[src/hw/rtl/tgrp_pkg.sv]
// Shared types, constants and codes of the tile grid region planner.
package tgrp_pkg;

   localparam int FRAC_BITS       = 16;
   localparam int COORD_INT_BITS  = 20;
   localparam int MAX_TILES       = 8;
   localparam int IN_W            = COORD_INT_BITS + FRAC_BITS;
   localparam int CW              = IN_W + 2;
   localparam int SW              = IN_W + 3;
   localparam int DVD_W           = IN_W + 1 - FRAC_BITS;
   localparam int TC_W            = DVD_W;
   localparam int TILE_W          = 13;
   localparam int LEVEL_W         = 20;
   localparam int OFF_W           = FRAC_BITS + 2;
   localparam int SRC_W           = 12 + FRAC_BITS;
   localparam int CSR_IDX_W       = 3;
   localparam int CSR_DATA_W      = 20;
   localparam int NUM_DIV_OPS     = 6;

   typedef enum logic [1:0] {
      STATUS_TILE     = 2'd0,
      STATUS_NO_TILE  = 2'd1,
      STATUS_TOO_BIG  = 2'd2
   } tgrp_status_type;

   typedef enum logic [CSR_IDX_W-1:0] {
      CSR_TILE_WIDTH   = 3'd0,
      CSR_TILE_HEIGHT  = 3'd1,
      CSR_LEVEL_WIDTH  = 3'd2,
      CSR_LEVEL_HEIGHT = 3'd3,
      CSR_LEVEL_INDEX  = 3'd4,
      CSR_DOWNSAMPLE   = 3'd5
   } tgrp_csr_type;

   typedef enum logic [2:0] {
      OP_START_X = 3'd0,
      OP_END_X   = 3'd1,
      OP_START_Y = 3'd2,
      OP_END_Y   = 3'd3,
      OP_COUNT_X = 3'd4,
      OP_COUNT_Y = 3'd5
   } tgrp_div_op_type;

   typedef enum logic [1:0] {
      FE_IDLE,
      FE_DIV,
      FE_MUL,
      FE_PUSH
   } tgrp_front_state_type;

   typedef struct packed {
      logic [TILE_W-1:0]  tile_width;
      logic [TILE_W-1:0]  tile_height;
      logic [LEVEL_W-1:0] level_width;
      logic [LEVEL_W-1:0] level_height;
      logic [3:0]         level_index;
      logic [3:0]         downsample_log2;
   } tgrp_cfg_type;

   typedef struct packed {
      logic [IN_W-1:0] region_x;
      logic [IN_W-1:0] region_y;
      logic [IN_W-1:0] region_width;
      logic [IN_W-1:0] region_height;
   } tgrp_req_type;

   typedef struct packed {
      logic [COORD_INT_BITS-1:0] tile_col;
      logic [COORD_INT_BITS-1:0] tile_row;
      logic [SRC_W-1:0]          source_x;
      logic [SRC_W-1:0]          source_y;
      logic [IN_W-1:0]           dest_x;
      logic [IN_W-1:0]           dest_y;
      logic [TILE_W-1:0]         visible_width;
      logic [TILE_W-1:0]         visible_height;
      logic [1:0]                op_status;
      logic                      last_op;
   } tgrp_rsp_type;

   typedef struct packed {
      tgrp_status_type status;
      logic [TC_W-1:0] sx;
      logic [TC_W-1:0] ex;
      logic [TC_W-1:0] sy;
      logic [TC_W-1:0] ey;
      logic [CW-1:0]   px0;
      logic [CW-1:0]   py0;
      logic [IN_W-1:0] x;
      logic [IN_W-1:0] y;
      logic [IN_W:0]   xe;
      logic [IN_W:0]   ye;
   } tgrp_cmd_type;

endpackage

[src/hw/rtl/tgrp_div.sv]
// Restoring divider, one quotient bit per cycle.
module tgrp_div (
   input  logic                         clock,
   input  logic                         reset,
   input  logic                         start,
   input  logic [tgrp_pkg::DVD_W-1:0]   dividend,
   input  logic [tgrp_pkg::TILE_W-1:0]  divisor,
   output logic                         done,
   output logic [tgrp_pkg::TC_W-1:0]    quotient
);
   import tgrp_pkg::*;

   localparam int CNT_W = $clog2(DVD_W);

   logic [DVD_W-1:0]  dq_ff;
   logic [TILE_W-1:0] rem_ff;
   logic [CNT_W-1:0]  cnt_ff;
   logic              busy_ff;
   logic              done_ff;
   logic [TILE_W:0]   trial;
   logic              ge;

   assign trial = {rem_ff, dq_ff[DVD_W-1]};
   assign ge    = (trial >= {1'b0, divisor});

   always_ff @(posedge clock) begin
      if (reset) begin
         busy_ff <= 1'b0;
         done_ff <= 1'b0;
         cnt_ff  <= '0;
      end else begin
         done_ff <= 1'b0;
         if (start) begin
            busy_ff <= 1'b1;
            cnt_ff  <= '0;
         end else if (busy_ff) begin
            cnt_ff <= cnt_ff + 1'b1;
            if (cnt_ff == CNT_W'(DVD_W - 1)) begin
               busy_ff <= 1'b0;
               done_ff <= 1'b1;
            end
         end
      end
   end

   always_ff @(posedge clock) begin
      if (start) begin
         dq_ff  <= dividend;
         rem_ff <= '0;
      end else if (busy_ff) begin
         rem_ff <= ge ? TILE_W'(trial - {1'b0, divisor}) : trial[TILE_W-1:0];
         dq_ff  <= {dq_ff[DVD_W-2:0], ge};
      end
   end

   assign done     = done_ff;
   assign quotient = dq_ff;

endmodule

[src/hw/rtl/tgrp_front.sv]
// Front end: accepts a request, finds the clamped tile range and queues a command.
module tgrp_front (
   input  logic                   clock,
   input  logic                   reset,
   input  tgrp_pkg::tgrp_cfg_type cfg,
   input  logic                   req_valid,
   output logic                   req_ready,
   input  tgrp_pkg::tgrp_req_type req_data,
   output logic                   cmd_push,
   output tgrp_pkg::tgrp_cmd_type cmd_data,
   input  logic                   cmd_full
);
   import tgrp_pkg::*;

   localparam logic [OFF_W-1:0] HALF3 = OFF_W'(3) << (FRAC_BITS - 1);

   tgrp_front_state_type state_ff, state_in;
   tgrp_div_op_type      op_ff;
   logic                 issued_ff;
   logic [IN_W-1:0]      x_ff, y_ff;
   logic [IN_W:0]        xe_ff, ye_ff;
   logic [OFF_W-1:0]     off_ff, off_in;
   logic [TC_W-1:0]      q_ff [NUM_DIV_OPS];
   tgrp_cmd_type         cmd_ff, cmd_in;

   logic                 accept, tiles_zero;
   logic                 div_start, div_done;
   logic [TC_W-1:0]      div_quo;
   logic [DVD_W-1:0]     dividend;
   logic [TILE_W-1:0]    divisor;
   logic [SW-1:0]        bx_s, bx_e, by_s, by_e;
   logic [TC_W-1:0]      exc, eyc, cnt_x, cnt_y;
   logic                 empty_x, empty_y;
   logic [TC_W+TILE_W-1:0] prod_x, prod_y;

   assign accept     = req_valid && req_ready;
   assign tiles_zero = (cfg.tile_width == '0) || (cfg.tile_height == '0);
   assign off_in     = (cfg.level_index == '0) ? '0 : HALF3 - (HALF3 >> cfg.downsample_log2);

   // Shifted start and end (end is inclusive, one LSB in) of the region.
   assign bx_s = SW'(x_ff) - SW'(off_ff);
   assign by_s = SW'(y_ff) - SW'(off_ff);
   assign bx_e = SW'(xe_ff) - SW'(1) - SW'(off_ff);
   assign by_e = SW'(ye_ff) - SW'(1) - SW'(off_ff);

   always_comb begin
      dividend = '0;
      divisor  = cfg.tile_height;
      unique case (op_ff)
         OP_START_X: begin
            dividend = bx_s[SW-1] ? '0 : bx_s[IN_W:FRAC_BITS];
            divisor  = cfg.tile_width;
         end
         OP_END_X: begin
            dividend = bx_e[SW-1] ? '0 : bx_e[IN_W:FRAC_BITS];
            divisor  = cfg.tile_width;
         end
         OP_START_Y: dividend = by_s[SW-1] ? '0 : by_s[IN_W:FRAC_BITS];
         OP_END_Y:   dividend = by_e[SW-1] ? '0 : by_e[IN_W:FRAC_BITS];
         OP_COUNT_X: begin
            dividend = DVD_W'(cfg.level_width) + DVD_W'(cfg.tile_width) - DVD_W'(1);
            divisor  = cfg.tile_width;
         end
         OP_COUNT_Y: dividend = DVD_W'(cfg.level_height) + DVD_W'(cfg.tile_height)
                                - DVD_W'(1);
         default: dividend = '0;
      endcase
   end

   tgrp_div u_div (
      .clock    (clock),
      .reset    (reset),
      .start    (div_start),
      .dividend (dividend),
      .divisor  (divisor),
      .done     (div_done),
      .quotient (div_quo)
   );

   // Clamp the end tiles to the tile count and classify the range.
   always_comb begin
      exc = (q_ff[OP_END_X] > q_ff[OP_COUNT_X] - 1'b1) ? q_ff[OP_COUNT_X] - 1'b1
                                                        : q_ff[OP_END_X];
      eyc = (q_ff[OP_END_Y] > q_ff[OP_COUNT_Y] - 1'b1) ? q_ff[OP_COUNT_Y] - 1'b1
                                                        : q_ff[OP_END_Y];
      empty_x = bx_e[SW-1] || (q_ff[OP_COUNT_X] == '0) || (exc < q_ff[OP_START_X]);
      empty_y = by_e[SW-1] || (q_ff[OP_COUNT_Y] == '0) || (eyc < q_ff[OP_START_Y]);
      cnt_x   = exc - q_ff[OP_START_X];
      cnt_y   = eyc - q_ff[OP_START_Y];
      prod_x  = q_ff[OP_START_X] * cfg.tile_width;
      prod_y  = q_ff[OP_START_Y] * cfg.tile_height;
   end

   always_comb begin
      state_in = state_ff;
      unique case (state_ff)
         FE_IDLE: if (accept) state_in = tiles_zero ? FE_PUSH : FE_DIV;
         FE_DIV:  if (div_done && op_ff == OP_COUNT_Y) state_in = FE_MUL;
         FE_MUL:  state_in = FE_PUSH;
         FE_PUSH: if (!cmd_full) state_in = FE_IDLE;
         default: state_in = FE_IDLE;
      endcase
   end

   always_comb begin
      req_ready = (state_ff == FE_IDLE);
      div_start = (state_ff == FE_DIV) && !issued_ff;
      cmd_push  = (state_ff == FE_PUSH) && !cmd_full;
   end

   always_comb begin
      cmd_in = cmd_ff;
      if (state_ff == FE_IDLE) begin
         cmd_in        = '0;
         cmd_in.status = STATUS_NO_TILE;
      end else if (state_ff == FE_MUL) begin
         cmd_in.sx  = q_ff[OP_START_X];
         cmd_in.ex  = exc;
         cmd_in.sy  = q_ff[OP_START_Y];
         cmd_in.ey  = eyc;
         cmd_in.px0 = CW'({prod_x[TC_W-1:0], {FRAC_BITS{1'b0}}}) + CW'(off_ff);
         cmd_in.py0 = CW'({prod_y[TC_W-1:0], {FRAC_BITS{1'b0}}}) + CW'(off_ff);
         cmd_in.x   = x_ff;
         cmd_in.y   = y_ff;
         cmd_in.xe  = xe_ff;
         cmd_in.ye  = ye_ff;
         if (empty_x || empty_y) begin
            cmd_in.status = STATUS_NO_TILE;
         end else if (cnt_x >= TC_W'(MAX_TILES) || cnt_y >= TC_W'(MAX_TILES)) begin
            cmd_in.status = STATUS_TOO_BIG;
         end else begin
            cmd_in.status = STATUS_TILE;
         end
      end
   end

   always_ff @(posedge clock) begin
      if (reset) begin
         state_ff  <= FE_IDLE;
         op_ff     <= OP_START_X;
         issued_ff <= 1'b0;
      end else begin
         state_ff <= state_in;
         if (accept) begin
            op_ff     <= OP_START_X;
            issued_ff <= 1'b0;
         end else if (div_start) begin
            issued_ff <= 1'b1;
         end else if (div_done) begin
            issued_ff <= 1'b0;
            if (op_ff != OP_COUNT_Y) op_ff <= tgrp_div_op_type'(op_ff + 1'b1);
         end
      end
   end

   always_ff @(posedge clock) begin
      cmd_ff <= cmd_in;
      if (accept) begin
         x_ff   <= req_data.region_x;
         y_ff   <= req_data.region_y;
         xe_ff  <= (IN_W+1)'(req_data.region_x) + (IN_W+1)'(req_data.region_width);
         ye_ff  <= (IN_W+1)'(req_data.region_y) + (IN_W+1)'(req_data.region_height);
         off_ff <= off_in;
      end
      if (div_done) q_ff[op_ff] <= div_quo;
   end

   assign cmd_data = cmd_ff;

endmodule

[src/hw/rtl/tgrp_cmd_fifo.sv]
// Two-entry command queue between the front end and the tile walker.
module tgrp_cmd_fifo (
   input  logic                   clock,
   input  logic                   reset,
   input  logic                   push,
   input  tgrp_pkg::tgrp_cmd_type din,
   output logic                   full,
   input  logic                   pop,
   output tgrp_pkg::tgrp_cmd_type dout,
   output logic                   empty
);
   import tgrp_pkg::*;

   tgrp_cmd_type mem [2];
   logic         wptr_ff, rptr_ff;
   logic [1:0]   cnt_ff;

   assign full  = (cnt_ff == 2'd2);
   assign empty = (cnt_ff == 2'd0);
   assign dout  = mem[rptr_ff];

   always_ff @(posedge clock) begin
      if (reset) begin
         wptr_ff <= 1'b0;
         rptr_ff <= 1'b0;
         cnt_ff  <= 2'd0;
      end else begin
         if (push) wptr_ff <= ~wptr_ff;
         if (pop)  rptr_ff <= ~rptr_ff;
         if (push && !pop)      cnt_ff <= cnt_ff + 2'd1;
         else if (pop && !push) cnt_ff <= cnt_ff - 2'd1;
      end
   end

   always_ff @(posedge clock) begin
      if (push) mem[wptr_ff] <= din;
   end

endmodule

[src/hw/rtl/tgrp_back.sv]
// Back end: walks the tile range in row order and drives the result register.
module tgrp_back (
   input  logic                   clock,
   input  logic                   reset,
   input  tgrp_pkg::tgrp_cfg_type cfg,
   input  logic                   cmd_empty,
   input  tgrp_pkg::tgrp_cmd_type cmd_data,
   output logic                   cmd_pop,
   output logic                   rsp_valid,
   input  logic                   rsp_ready,
   output tgrp_pkg::tgrp_rsp_type rsp_data
);
   import tgrp_pkg::*;

   tgrp_cmd_type    cur_ff;
   logic            active_ff;
   logic [TC_W-1:0] tx_ff, ty_ff;
   logic [CW-1:0]   px_ff, py_ff;
   logic            rsp_valid_ff;
   tgrp_rsp_type    rsp_ff;

   logic            load_ok, emit, row_end, col_end;
   logic [CW-1:0]   tw16, th16, xs, ys, xe, ye;
   logic [CW-1:0]   ix, iy, ir, ib, rr, bb, iw, ih, vw, vh;
   tgrp_rsp_type    tile_rsp, stat_rsp;

   assign load_ok = !rsp_valid_ff || rsp_ready;
   assign cmd_pop = !active_ff && !cmd_empty && load_ok;
   assign emit    = active_ff && load_ok;
   assign col_end = (tx_ff == cur_ff.ex);
   assign row_end = (ty_ff == cur_ff.ey);

   assign tw16 = CW'({cfg.tile_width, {FRAC_BITS{1'b0}}});
   assign th16 = CW'({cfg.tile_height, {FRAC_BITS{1'b0}}});
   assign xs   = CW'(cur_ff.x);
   assign ys   = CW'(cur_ff.y);
   assign xe   = CW'(cur_ff.xe);
   assign ye   = CW'(cur_ff.ye);

   // Overlap of the current tile with the region.
   always_comb begin
      rr = px_ff + tw16;
      bb = py_ff + th16;
      ix = (px_ff > xs) ? px_ff : xs;
      iy = (py_ff > ys) ? py_ff : ys;
      ir = (rr < xe) ? rr : xe;
      ib = (bb < ye) ? bb : ye;
      iw = ir - ix;
      ih = ib - iy;
      vw = iw + CW'((1 << FRAC_BITS) - 1);
      vh = ih + CW'((1 << FRAC_BITS) - 1);
      tile_rsp.tile_col       = tx_ff[COORD_INT_BITS-1:0];
      tile_rsp.tile_row       = ty_ff[COORD_INT_BITS-1:0];
      tile_rsp.source_x       = SRC_W'(ix - px_ff);
      tile_rsp.source_y       = SRC_W'(iy - py_ff);
      tile_rsp.dest_x         = IN_W'(ix - xs);
      tile_rsp.dest_y         = IN_W'(iy - ys);
      tile_rsp.visible_width  = vw[FRAC_BITS +: TILE_W];
      tile_rsp.visible_height = vh[FRAC_BITS +: TILE_W];
      tile_rsp.op_status      = STATUS_TILE;
      tile_rsp.last_op        = col_end && row_end;
      stat_rsp                = '0;
      stat_rsp.op_status      = cmd_data.status;
      stat_rsp.last_op        = 1'b1;
   end

   always_ff @(posedge clock) begin
      if (reset) begin
         active_ff    <= 1'b0;
         rsp_valid_ff <= 1'b0;
      end else begin
         if (rsp_ready) rsp_valid_ff <= 1'b0;
         if (cmd_pop) begin
            if (cmd_data.status == STATUS_TILE) active_ff <= 1'b1;
            else rsp_valid_ff <= 1'b1;
         end
         if (emit) begin
            rsp_valid_ff <= 1'b1;
            if (col_end && row_end) active_ff <= 1'b0;
         end
      end
   end

   always_ff @(posedge clock) begin
      if (cmd_pop) begin
         cur_ff <= cmd_data;
         tx_ff  <= cmd_data.sx;
         ty_ff  <= cmd_data.sy;
         px_ff  <= cmd_data.px0;
         py_ff  <= cmd_data.py0;
         if (cmd_data.status != STATUS_TILE) rsp_ff <= stat_rsp;
      end
      if (emit) begin
         rsp_ff <= tile_rsp;
         if (col_end) begin
            tx_ff <= cur_ff.sx;
            px_ff <= cur_ff.px0;
            ty_ff <= ty_ff + 1'b1;
            py_ff <= py_ff + th16;
         end else begin
            tx_ff <= tx_ff + 1'b1;
            px_ff <= px_ff + tw16;
         end
      end
   end

   assign rsp_valid = rsp_valid_ff;
   assign rsp_data  = rsp_ff;

endmodule

[src/hw/rtl/tile_grid_region_planner.sv]
// Top level of the tile grid region planner: configuration registers and block wiring.
//
// A region request (left, top, width, height in unsigned Q20.16 level pixels) is
// transferred on the req_ channel. The block shifts it by the pyramid origin offset,
// finds the covered tile range and returns one rsp_ transfer per tile, in row order,
// with the overlap placement inside the tile and inside the region. The final
// transfer of a request has last_op set. A request that covers no tile, or spans
// more than eight tiles on an axis, gets a single status transfer instead.
// The front end finds the range with one shared divider that produces one
// quotient bit per cycle, running six divisions of 21 bits each per request.
// The back end then emits one tile per cycle while rsp_ready allows, up to 64 per
// request. A two-entry command queue sits between them, so the front end works on
// the next request while tiles of the previous one are still being delivered.
// The result sits in an output register; when rsp_ready is low it holds and the
// walk pauses, while the front end keeps going until the queue is full.
// Registers are written through the csr_ channel, always ready; the user must write
// them only while the block is idle, which the block itself does not enforce.
// Synchronous reset restores the register defaults and empties the queue and the output register.
module tile_grid_region_planner (
   input  logic                                  clock,
   input  logic                                  reset,
   input  logic                                  req_valid,
   output logic                                  req_ready,
   input  tgrp_pkg::tgrp_req_type                req_data,
   output logic                                  rsp_valid,
   input  logic                                  rsp_ready,
   output tgrp_pkg::tgrp_rsp_type                rsp_data,
   input  logic                                  csr_valid,
   output logic                                  csr_ready,
   input  logic [tgrp_pkg::CSR_IDX_W-1:0]        csr_index,
   input  logic [tgrp_pkg::CSR_DATA_W-1:0]       csr_wdata
);
   import tgrp_pkg::*;

   tgrp_cfg_type cfg_ff;
   tgrp_cmd_type push_data, pop_data;
   logic         push, pop, full, empty;

   assign csr_ready = 1'b1;

   // Each register keeps only the low bits of the written value.
   always_ff @(posedge clock) begin
      if (reset) begin
         cfg_ff.tile_width      <= TILE_W'(512);
         cfg_ff.tile_height     <= TILE_W'(512);
         cfg_ff.level_width     <= LEVEL_W'(1);
         cfg_ff.level_height    <= LEVEL_W'(1);
         cfg_ff.level_index     <= 4'd0;
         cfg_ff.downsample_log2 <= 4'd0;
      end else if (csr_valid) begin
         unique case (tgrp_csr_type'(csr_index))
            CSR_TILE_WIDTH:   cfg_ff.tile_width      <= csr_wdata[TILE_W-1:0];
            CSR_TILE_HEIGHT:  cfg_ff.tile_height     <= csr_wdata[TILE_W-1:0];
            CSR_LEVEL_WIDTH:  cfg_ff.level_width     <= csr_wdata[LEVEL_W-1:0];
            CSR_LEVEL_HEIGHT: cfg_ff.level_height    <= csr_wdata[LEVEL_W-1:0];
            CSR_LEVEL_INDEX:  cfg_ff.level_index     <= csr_wdata[3:0];
            CSR_DOWNSAMPLE:   cfg_ff.downsample_log2 <= csr_wdata[3:0];
            default: ;
         endcase
      end
   end

   tgrp_front u_front (
      .clock     (clock),
      .reset     (reset),
      .cfg       (cfg_ff),
      .req_valid (req_valid),
      .req_ready (req_ready),
      .req_data  (req_data),
      .cmd_push  (push),
      .cmd_data  (push_data),
      .cmd_full  (full)
   );

   tgrp_cmd_fifo u_fifo (
      .clock (clock),
      .reset (reset),
      .push  (push),
      .din   (push_data),
      .full  (full),
      .pop   (pop),
      .dout  (pop_data),
      .empty (empty)
   );

   tgrp_back u_back (
      .clock     (clock),
      .reset     (reset),
      .cfg       (cfg_ff),
      .cmd_empty (empty),
      .cmd_data  (pop_data),
      .cmd_pop   (pop),
      .rsp_valid (rsp_valid),
      .rsp_ready (rsp_ready),
      .rsp_data  (rsp_data)
   );

endmodule
[config.mk]
export PLATFORM = sky130hd
export DESIGN_NAME = tile_grid_region_planner
export DESIGN_NICKNAME = d
export VERILOG_FILES = /design/src/hw/rtl/tgrp_pkg.sv /design/src/hw/rtl/tgrp_div.sv /design/src/hw/rtl/tgrp_front.sv /design/src/hw/rtl/tgrp_cmd_fifo.sv /design/src/hw/rtl/tgrp_back.sv /design/src/hw/rtl/tile_grid_region_planner.sv
export SDC_FILE = /design/constraint.sdc
export NUM_CORES = 2
export LEC_CHECK = 0
export ABC_AREA = 1
export BUFFER_PORTS_ARGS = -buffer_cell sky130_fd_sc_hd__buf_2
export CAP_MARGIN = 10
export CORE_ASPECT_RATIO = 0.75
export CORE_MARGIN = 4
export CORE_UTILIZATION = 40
export CTS_BUF_LIST = sky130_fd_sc_hd__clkbuf_16
export DETAILED_ROUTE_END_ITERATION = 6
export PLACE_DENSITY_LB_ADDON = 0.15
export SKIP_CTS_REPAIR_TIMING = 1
export SYNTH_ARGS = -nofsm -noshare
export SYNTH_HDL_FRONTEND = slang
export SYNTH_HIERARCHICAL = 1
export SYNTH_SLANG_ARGS = --single-unit
[constraint.sdc]
create_clock -name clock -period 14.2 [get_ports clock]
set_input_delay 0 -clock clock [delete_from_list [all_inputs] [get_ports clock]]
set_output_delay 0 -clock clock [all_outputs]
set_load 0.01 [all_outputs]
# Yosys cells after proc, flatten, opt, wreduce, memory -nomap -nowiden
# Memories as Yosys holds them, arrays and structs flattened. A register that Yosys moved wholly into a read port is not among the register bits.
# Cells that the tools add are included.
# W data, S select, Z words.
word_totals:
  ram_bits: 742
  inputBits: 172
  elab_cells: 248
  register_bits: 1161
  memories: 2
  out_inout_bits: 200
op_classes:
  n_bitwise: 4
  reduce_logical: 55
  mux: 59
  n_lt_le_gt_ge: 11
  mul: 2
  n_eq_ne: 21
  n_shift: 1
  addsub: 36
memory_table:
  columns: ["memory", "words", "word_bits", "read_ports", "rd_clocked_by_memory_dff", "wr", "line_no", "source"]
  rows:
  - ["u_fifo.mem", 2, 308, 1, 1, 1, "tgrp_cmd_fifo.sv:14", "tgrp_cmd_type mem [2];"]
  - ["u_front.q_ff", 6, 21, 6, 0, 1, "tgrp_front.sv:23", "logic [TC_W-1:0] q_ff [NUM_DIV_OPS];"]
ops:
  columns: ["cell", "n"]
  rows:
  - ["$mux W197", 3]
  - ["$mux W21", 14]
  - ["$mux W38", 6]
  - ["$pmux W21 S6", 1]
  - ["$sub A21 B1 Y21 const B", 4]
  - ["$sub A39 B18 Y39", 2]
  - ["$add A37 B18 Y38", 2]
  - ["$add A38 B29 Y38", 2]
  - ["$gt A38 B36 Y1", 2]
  - ["$lt A38 B37 Y1", 2]
  - ["$sub A37 B1 Y38 const B", 2]
  - ["$add A36 B36 Y37", 2]
  - ["$sub A36 B18 Y37", 2]
  - ["$mux W36", 2]
  - ["$sub A36 B36 Y36", 2]
  - ["$add A29 B16 Y29 const B", 2]
  - ["$mux W29", 2]
  - ["$sub A29 B29 Y29", 2]
  - ["$sub A28 B28 Y28", 2]
  - ["$add A20 B13 Y21", 2]
  - ["$add A21 B1 Y21 const B", 2]
  - ["$eq A21 B21 Y1", 2]
  - ["$ge A21 B4 Y1 const B", 2]
  - ["$gt A21 B21 Y1", 2]
  - ["other kinds (38)", 123]

# Logic depth before layout (Yosys ltp)
# An unclocked memory read counts as a cell.
logic_depth:
  depth_word: 9
  mapped_depth: 44
  mapped_depth_nobuf: 42

# Cells and area by module
# The synthesis kept the hierarchy.
modules_own_cells:
  columns: ["module", "cells_each", "instances", "area_per_inst_um2"]
  rows:
  - ["tgrp_front", 6897, 1, 50975.1]
  - ["tgrp_back", 4341, 1, 37323.3]
  - ["tgrp_cmd_fifo", 991, 1, 23258.6]
  - ["tile_grid_region_planner", 440, 1, 3012.9]
  - ["tgrp_div", 393, 1, 2770.2]

# Worst setup path before layout
# OpenSTA, ideal clock, no wires.
synth_path:
  path_kind: "register to register"
  from: "register u_front.state_ff[0]"
  to: "memory u_fifo/mem[0][0] (netlist bit) (enable)"
  slack_ns: -0.368
  n_path_buf: 0
  required_ns: 13.215
  arrival_ns: 13.583
  stages_incl_launch_ff: 6
  setup_time_ns: 0.985
  period_less_slack_ns: 14.568
  cell_sequence: "dfxtp_1 > ha_1 > inv_1 > nor2_1 > inv_1 > nor2_1"
synth_via:
  elab_chain_len: 4
synth_lines:
  columns: ["item", "line_no", "source"]
  rows:
  - ["from (decl)", "tgrp_front.sv:17", "tgrp_front_state_type state_ff, state_in;"]
  - ["from (signal assigned)", "tgrp_front.sv:143", "state_ff <= state_in;"]
  - ["$eq A2 B2 Y1", "tgrp_front.sv:108", "cmd_push = (state_ff == FE_PUSH) && !cmd_full;"]
  - ["$logic_and A1 B1 Y1", "tgrp_front.sv:108", null]
  - ["named net push", "tile_grid_region_planner.sv:37", "logic push, pop, full, empty;"]
  - ["$mux W1", "tgrp_cmd_fifo.sv:36", "if (push) mem[wptr_ff] <= din;"]
  - ["$mux W1 (implied by the code)", "tgrp_cmd_fifo.sv:36", null]
  - ["to (decl)", "tgrp_cmd_fifo.sv:14", null]
# The timed path passes the listed nets, and every way through them passes these cells.

# Final worst setup path
layout_path:
  from: "register cfg_ff[49] (netlist bit)"
  to: "register u_back.rsp_ff (netlist bit u_back/rsp_data[14]) (data pin)"
layout_via:
  elab_chain_len: 6
layout_lines:
  columns: ["item", "line_no", "source"]
  rows:
  - ["from (decl)", "tile_grid_region_planner.sv:35", "tgrp_cfg_type cfg_ff;"]
  - ["$add A38 B29 Y38 *", "tgrp_back.sv:43", "bb = py_ff + th16;"]
  - ["$lt A38 B37 Y1", "tgrp_back.sv:47", "ib = (bb < ye) ? bb : ye;"]
  - ["$mux W29 *", "tgrp_back.sv:47", null]
  - ["$sub A29 B29 Y29 *", "tgrp_back.sv:49", "ih = ib - iy;"]
  - ["$add A29 B16 Y29 *", "tgrp_back.sv:51", "vh = ih + CW'((1 << FRAC_BITS) - 1);"]
  - ["$mux W197 *", "tgrp_back.sv:93", "if (emit) begin"]
  - ["to (signal assigned)", "tgrp_back.sv:91", "if (cmd_data.status != STATUS_TILE) rsp_ff <= stat_rsp;"]
  - ["to (signal assigned)", "tgrp_back.sv:94", "rsp_ff <= tile_rsp;"]
  - ["to (decl)", "tgrp_back.sv:20", "tgrp_rsp_type rsp_ff;"]
# Every way passes the cells marked *; elsewhere a longest branch is shown, timed or not.
# A chain may end at the register's enable or synchronous reset.

==> results_tabular.tex <==
\begin{tabular}{lr}
\hline
Metric & Value \\
\hline
\multicolumn{2}{l}{\textbf{Run status}} \\
\quad Result of the run & complete, no violations \\
\multicolumn{2}{l}{\textbf{Synthesis}} \\
\quad Dominant combinational cell family by area after synthesis & simple AND/OR/NAND/NOR gates \\
\quad Adder-Cell Fraction of Synth Area & 13.5\% \\
\quad Warning count from the yosys run & 6 \\
\quad Leading cell types by count after synthesis & nand2\_1, inv\_1, edfxtp\_1 \\
\quad Most numerous cell in the Yosys netlist & nand2\_1 \\
\quad Compound-Gate Fraction of Synth Area & 9.47\% \\
\quad Xor and xnor fraction of the mapped netlist area & 3.02\% \\
\quad Area share of the largest cell type after synthesis & 37.0\% \\
\quad Synthesized area divided by synthesized cell count & 8.98 µm² \\
\quad Post-synth EDFFs & 1444 \\
\quad Cell variety after synth & 80 \\
\quad Fraction of synthesis flops using an asynchronous set or reset pin & 0\% \\
\quad Top area cells in the synthesized netlist & edfxtp\_1, nand2\_1, ha\_1 \\
\quad Area leader, netlist & edfxtp\_1 \\
\quad Area of the mapped netlist & 117000 µm² \\
\quad Synthesis-stage register bit count & between 1500 and 2000 \\
\quad Syn Inst Count & 13100 \\
\quad Share of synthesized area spent on multiplexers & 3.60\% \\
\quad Primary FF master, synth & edfxtp\_1 \\
\quad Net Count, Synth & 14300 \\
\quad Synth Area in Simple Gates & 18.2\% \\
\quad Sequential area share after synthesis & around 45\% \\
\multicolumn{2}{l}{\textbf{Placed design}} \\
\quad Detail Placement HPWL & 329 mm \\
\quad Final weighted congestion in routability-driven placement & 1.01 \\
\quad Number of buffer cells added on primary ports & 370 \\
\quad Placement-stage worst setup slack & about 7.1 ns \\
\multicolumn{2}{l}{\textbf{Global routing}} \\
\quad Grt ovf & 0 \\
\quad Number of global-route vias before repair & 84100 \\
\quad Total track usage & 26.7\% \\
\quad Largest net degree at the start of global routing & between 100 and 150 \\
\quad Number of antenna violations at the first check in global routing & 48 \\
\quad First-pass GRT wire length & about 590 mm \\
\multicolumn{2}{l}{\textbf{Worst setup path}} \\
\quad Startpoint class of the critical path & register \\
\quad Most used cell along the critical path & nand3\_1 \\
\quad Largest stage delay on the critical path & 0.61 ns \\
\quad Type of destination of the critical path & register \\
\quad Slowest stage cell on the critical path & dfxtp\_1 \\
\quad Critical path class & register to register \\
\quad Critical Path Fanout Max & 38 \\
\quad R2R cell count & 30 \\
\quad Worst Path Arrival & 7.90 ns \\
\quad Critical path data required time & 14.79 ns \\
\multicolumn{2}{l}{\textbf{STA}} \\
\quad Final worst clock skew & about 0.082 ns \\
\quad Final-report setup violation count & 0 \\
\quad Pins over their slew limit & 0 \\
\quad RSZ-0062 raised after global routing & false \\
\quad Timing-limited maximum frequency & between 100 and 150 MHz \\
\quad Tightest Pin Transition & 1.21 ns \\
\quad Final worst slack & 6.89 ns \\
\quad Crit share post-route & 51.5\% \\
\quad Summed negative setup slack over all endpoints & 0 ns \\
\quad Tmin final & 7.31 ns \\
\quad Final number of hold-violating endpoints & 0 \\
\quad Relative slew margins & 18.8\% \\
\quad Final-layout worst hold slack & 0.0375 ns \\
\multicolumn{2}{l}{\textbf{Final layout}} \\
\quad Share of the core filled with cells in the final layout & 45.7\% \\
\quad Ratio of cells with drive above 1 in the final layout & under 10\% \\
\quad Synthesis-to-finish area growth & 13.2\% \\
\quad NumNets Final & 15000 \\
\quad Final-layout fill cell count & 28200 \\
\multicolumn{2}{l}{\textbf{Detailed routing}} \\
\quad Via-per-instance ratio & between 5 and 6 \\
\quad Avg WL per Cell & 23.5 µm \\
\quad First-pass iteration count of the detailed router & 6 \\
\quad Residual DRC count & 0 \\
\quad Total Routed Length & $\sim$420 mm \\
\quad Iteration-0 DRC Markers & 11000 \\
\quad Antenna Nets Post-Route & 0 \\
\quad Vias after detailed routing & around 94000 \\
\multicolumn{2}{l}{\textbf{Clock tree}} \\
\quad Latest clock arrival within the worst-skew pair & 0.90 ns \\
\quad TritonCTS buffer count & 205 \\
\quad Number of clock sinks seen by CTS & approximately 1900 \\
\quad Clock tree from TritonCTS & done \\
\quad CTS clk-pin slew, worst paths & 0.06 ns \\
\quad Clock Path Buffers & 4 \\
\quad Buffer cell driving the clock tree root & clkbuf\_16 \\
\quad Max H-tree Level & 4 \\
\multicolumn{2}{l}{\textbf{Floorplan}} \\
\quad Core Footprint & just under 300000 µm² \\
\quad Rows & between 150 and 200 \\
\quad Top-Level Pins & 372 \\
\quad Overall die width & 633 µm \\
\quad Die span in y & 477 µm \\
\quad Initial standard-cell utilization of the core & around 40\% \\
\quad Area of the die & between 300000 and 400000 µm² \\
\multicolumn{2}{l}{\textbf{Flow run}} \\
\quad Max cap viols & 0 \\
\multicolumn{2}{l}{\textbf{Power}} \\
\quad Total leakage power & 0.0584 µW \\
\quad Total power divided by cell area & 219 nW/µm² \\
\quad Maximum VDD drop & 0.169 mV \\
\multicolumn{2}{l}{\textbf{Worst hold path}} \\
\quad Worst hold path type & input port to register \\
\quad Worst hold path cell count & 2 \\
\hline
\end{tabular}
==> final cells by class <==
cell class	instances	area (µm²)	share of cell area [%]
inverters	1961	7390	5.56
diodes	11	27.5	0.0207
clock inverters	162	1420	1.07
flip-flops and latches	1888	52300	39.3
repair buffers	750	5470	4.11
well taps	3892	4870	3.67
multi-input cells	8884	56200	42.3
clock buffers	210	5260	3.96
==> worst paths after layout <==
check	startpoint	end	slack, ns
hold reg to reg	u_front/cmd_data[53]	u_fifo/mem[1][53]	0.40
setup reg to reg	cfg_ff[49]	u_back/rsp_data[14]	6.89
setup / recovery	cfg_ff[49]	u_back/rsp_data[14]	6.89
hold / removal	req_data[132]	u_front/x_ff[24]	0.04
==> through the flow <==
stage	instances	total power, µW	cell area, µm²
after floorplan	13100	18300	117000
after global placement	17100	23400	123000
after detailed placement	17100	23300	123000
after CTS	17500	28800	130000
after global routing	17700	31200	133000
final	17800	29100	133000
==> placed cells by master (no fill, tap or decap), types with 287 or more instances in the layout <==
cell type / instances
inv_1: 1963
buf_2: 370
a21oi_1: 761
o21ai_0: 742
nand3_1: 507
ha_1: 810
edfxtp_1: 1444
dfxtp_1: 443
nand2_1: 2924
nor2_1: 1126
fa_1: 287
==> kinds of logic (layout without fill, tap and decap cells) <==
family,after synthesis,count (layout)
and+or+nand+nor,5108,5108
AOI/OAI and AO/OA,1972,1972
DFF,1888,1888
xor gates and xnor gates,398,398
muxes,308,308
buffers and inverters,2290,3083
other,1,12
adders and majority gates,1097,1097
==> metal layers <==
metal	global-route usage [%]	part of all wire (%)
met3	6.89	11
met2	33.1	36
met1	44.9	51
met5	0	0.0048
met4	4.70	1.9
==> flip-flops by register name, indices dropped and copies added (netlist names), 3 cells and up, named ones only <==
signal                  flops
u_fifo/mem                616
u_front/cmd_data          292
u_back/cur_ff             247
u_back/rsp_data           197
u_front/q_ff              126
cfg_ff                     74
u_back/px_ff               38
u_back/py_ff               38
u_front/xe_ff              37
u_front/ye_ff              37
u_front/x_ff               36
u_front/y_ff               36
u_back/tx_ff               21
u_back/ty_ff               21
u_front/u_div/quotient     21
u_front/off_ff             18
u_front/u_div/rem_ff       13
u_front/u_div/cnt_ff        5
u_front/op_ff               3
==> report_power, final <==
group | internal [µW] | total [µW] | leakage [µW] | switching, µW
sequential | 7710 | 9020 | 0.0171 | 1320
combinational | 4620 | 14700 | 0.0378 | 10100
clock | 3060 | 5390 | 0.00340 | 2330
==> worst max-delay path, delay by kind of cell, from the launching register on <==
kind / cells / cell delay [ns]
and+or+nand+nor: 15 / 2.25
AOI/OAI and AO/OA: 7 / 1.76
buffers and inverters: 3 / 0.81
xor gates and xnor gates: 1 / 0.18
adders and majority gates: 4 / 1.41
DFF: 1 / 0.61
(Power assumes the default switching activity.)
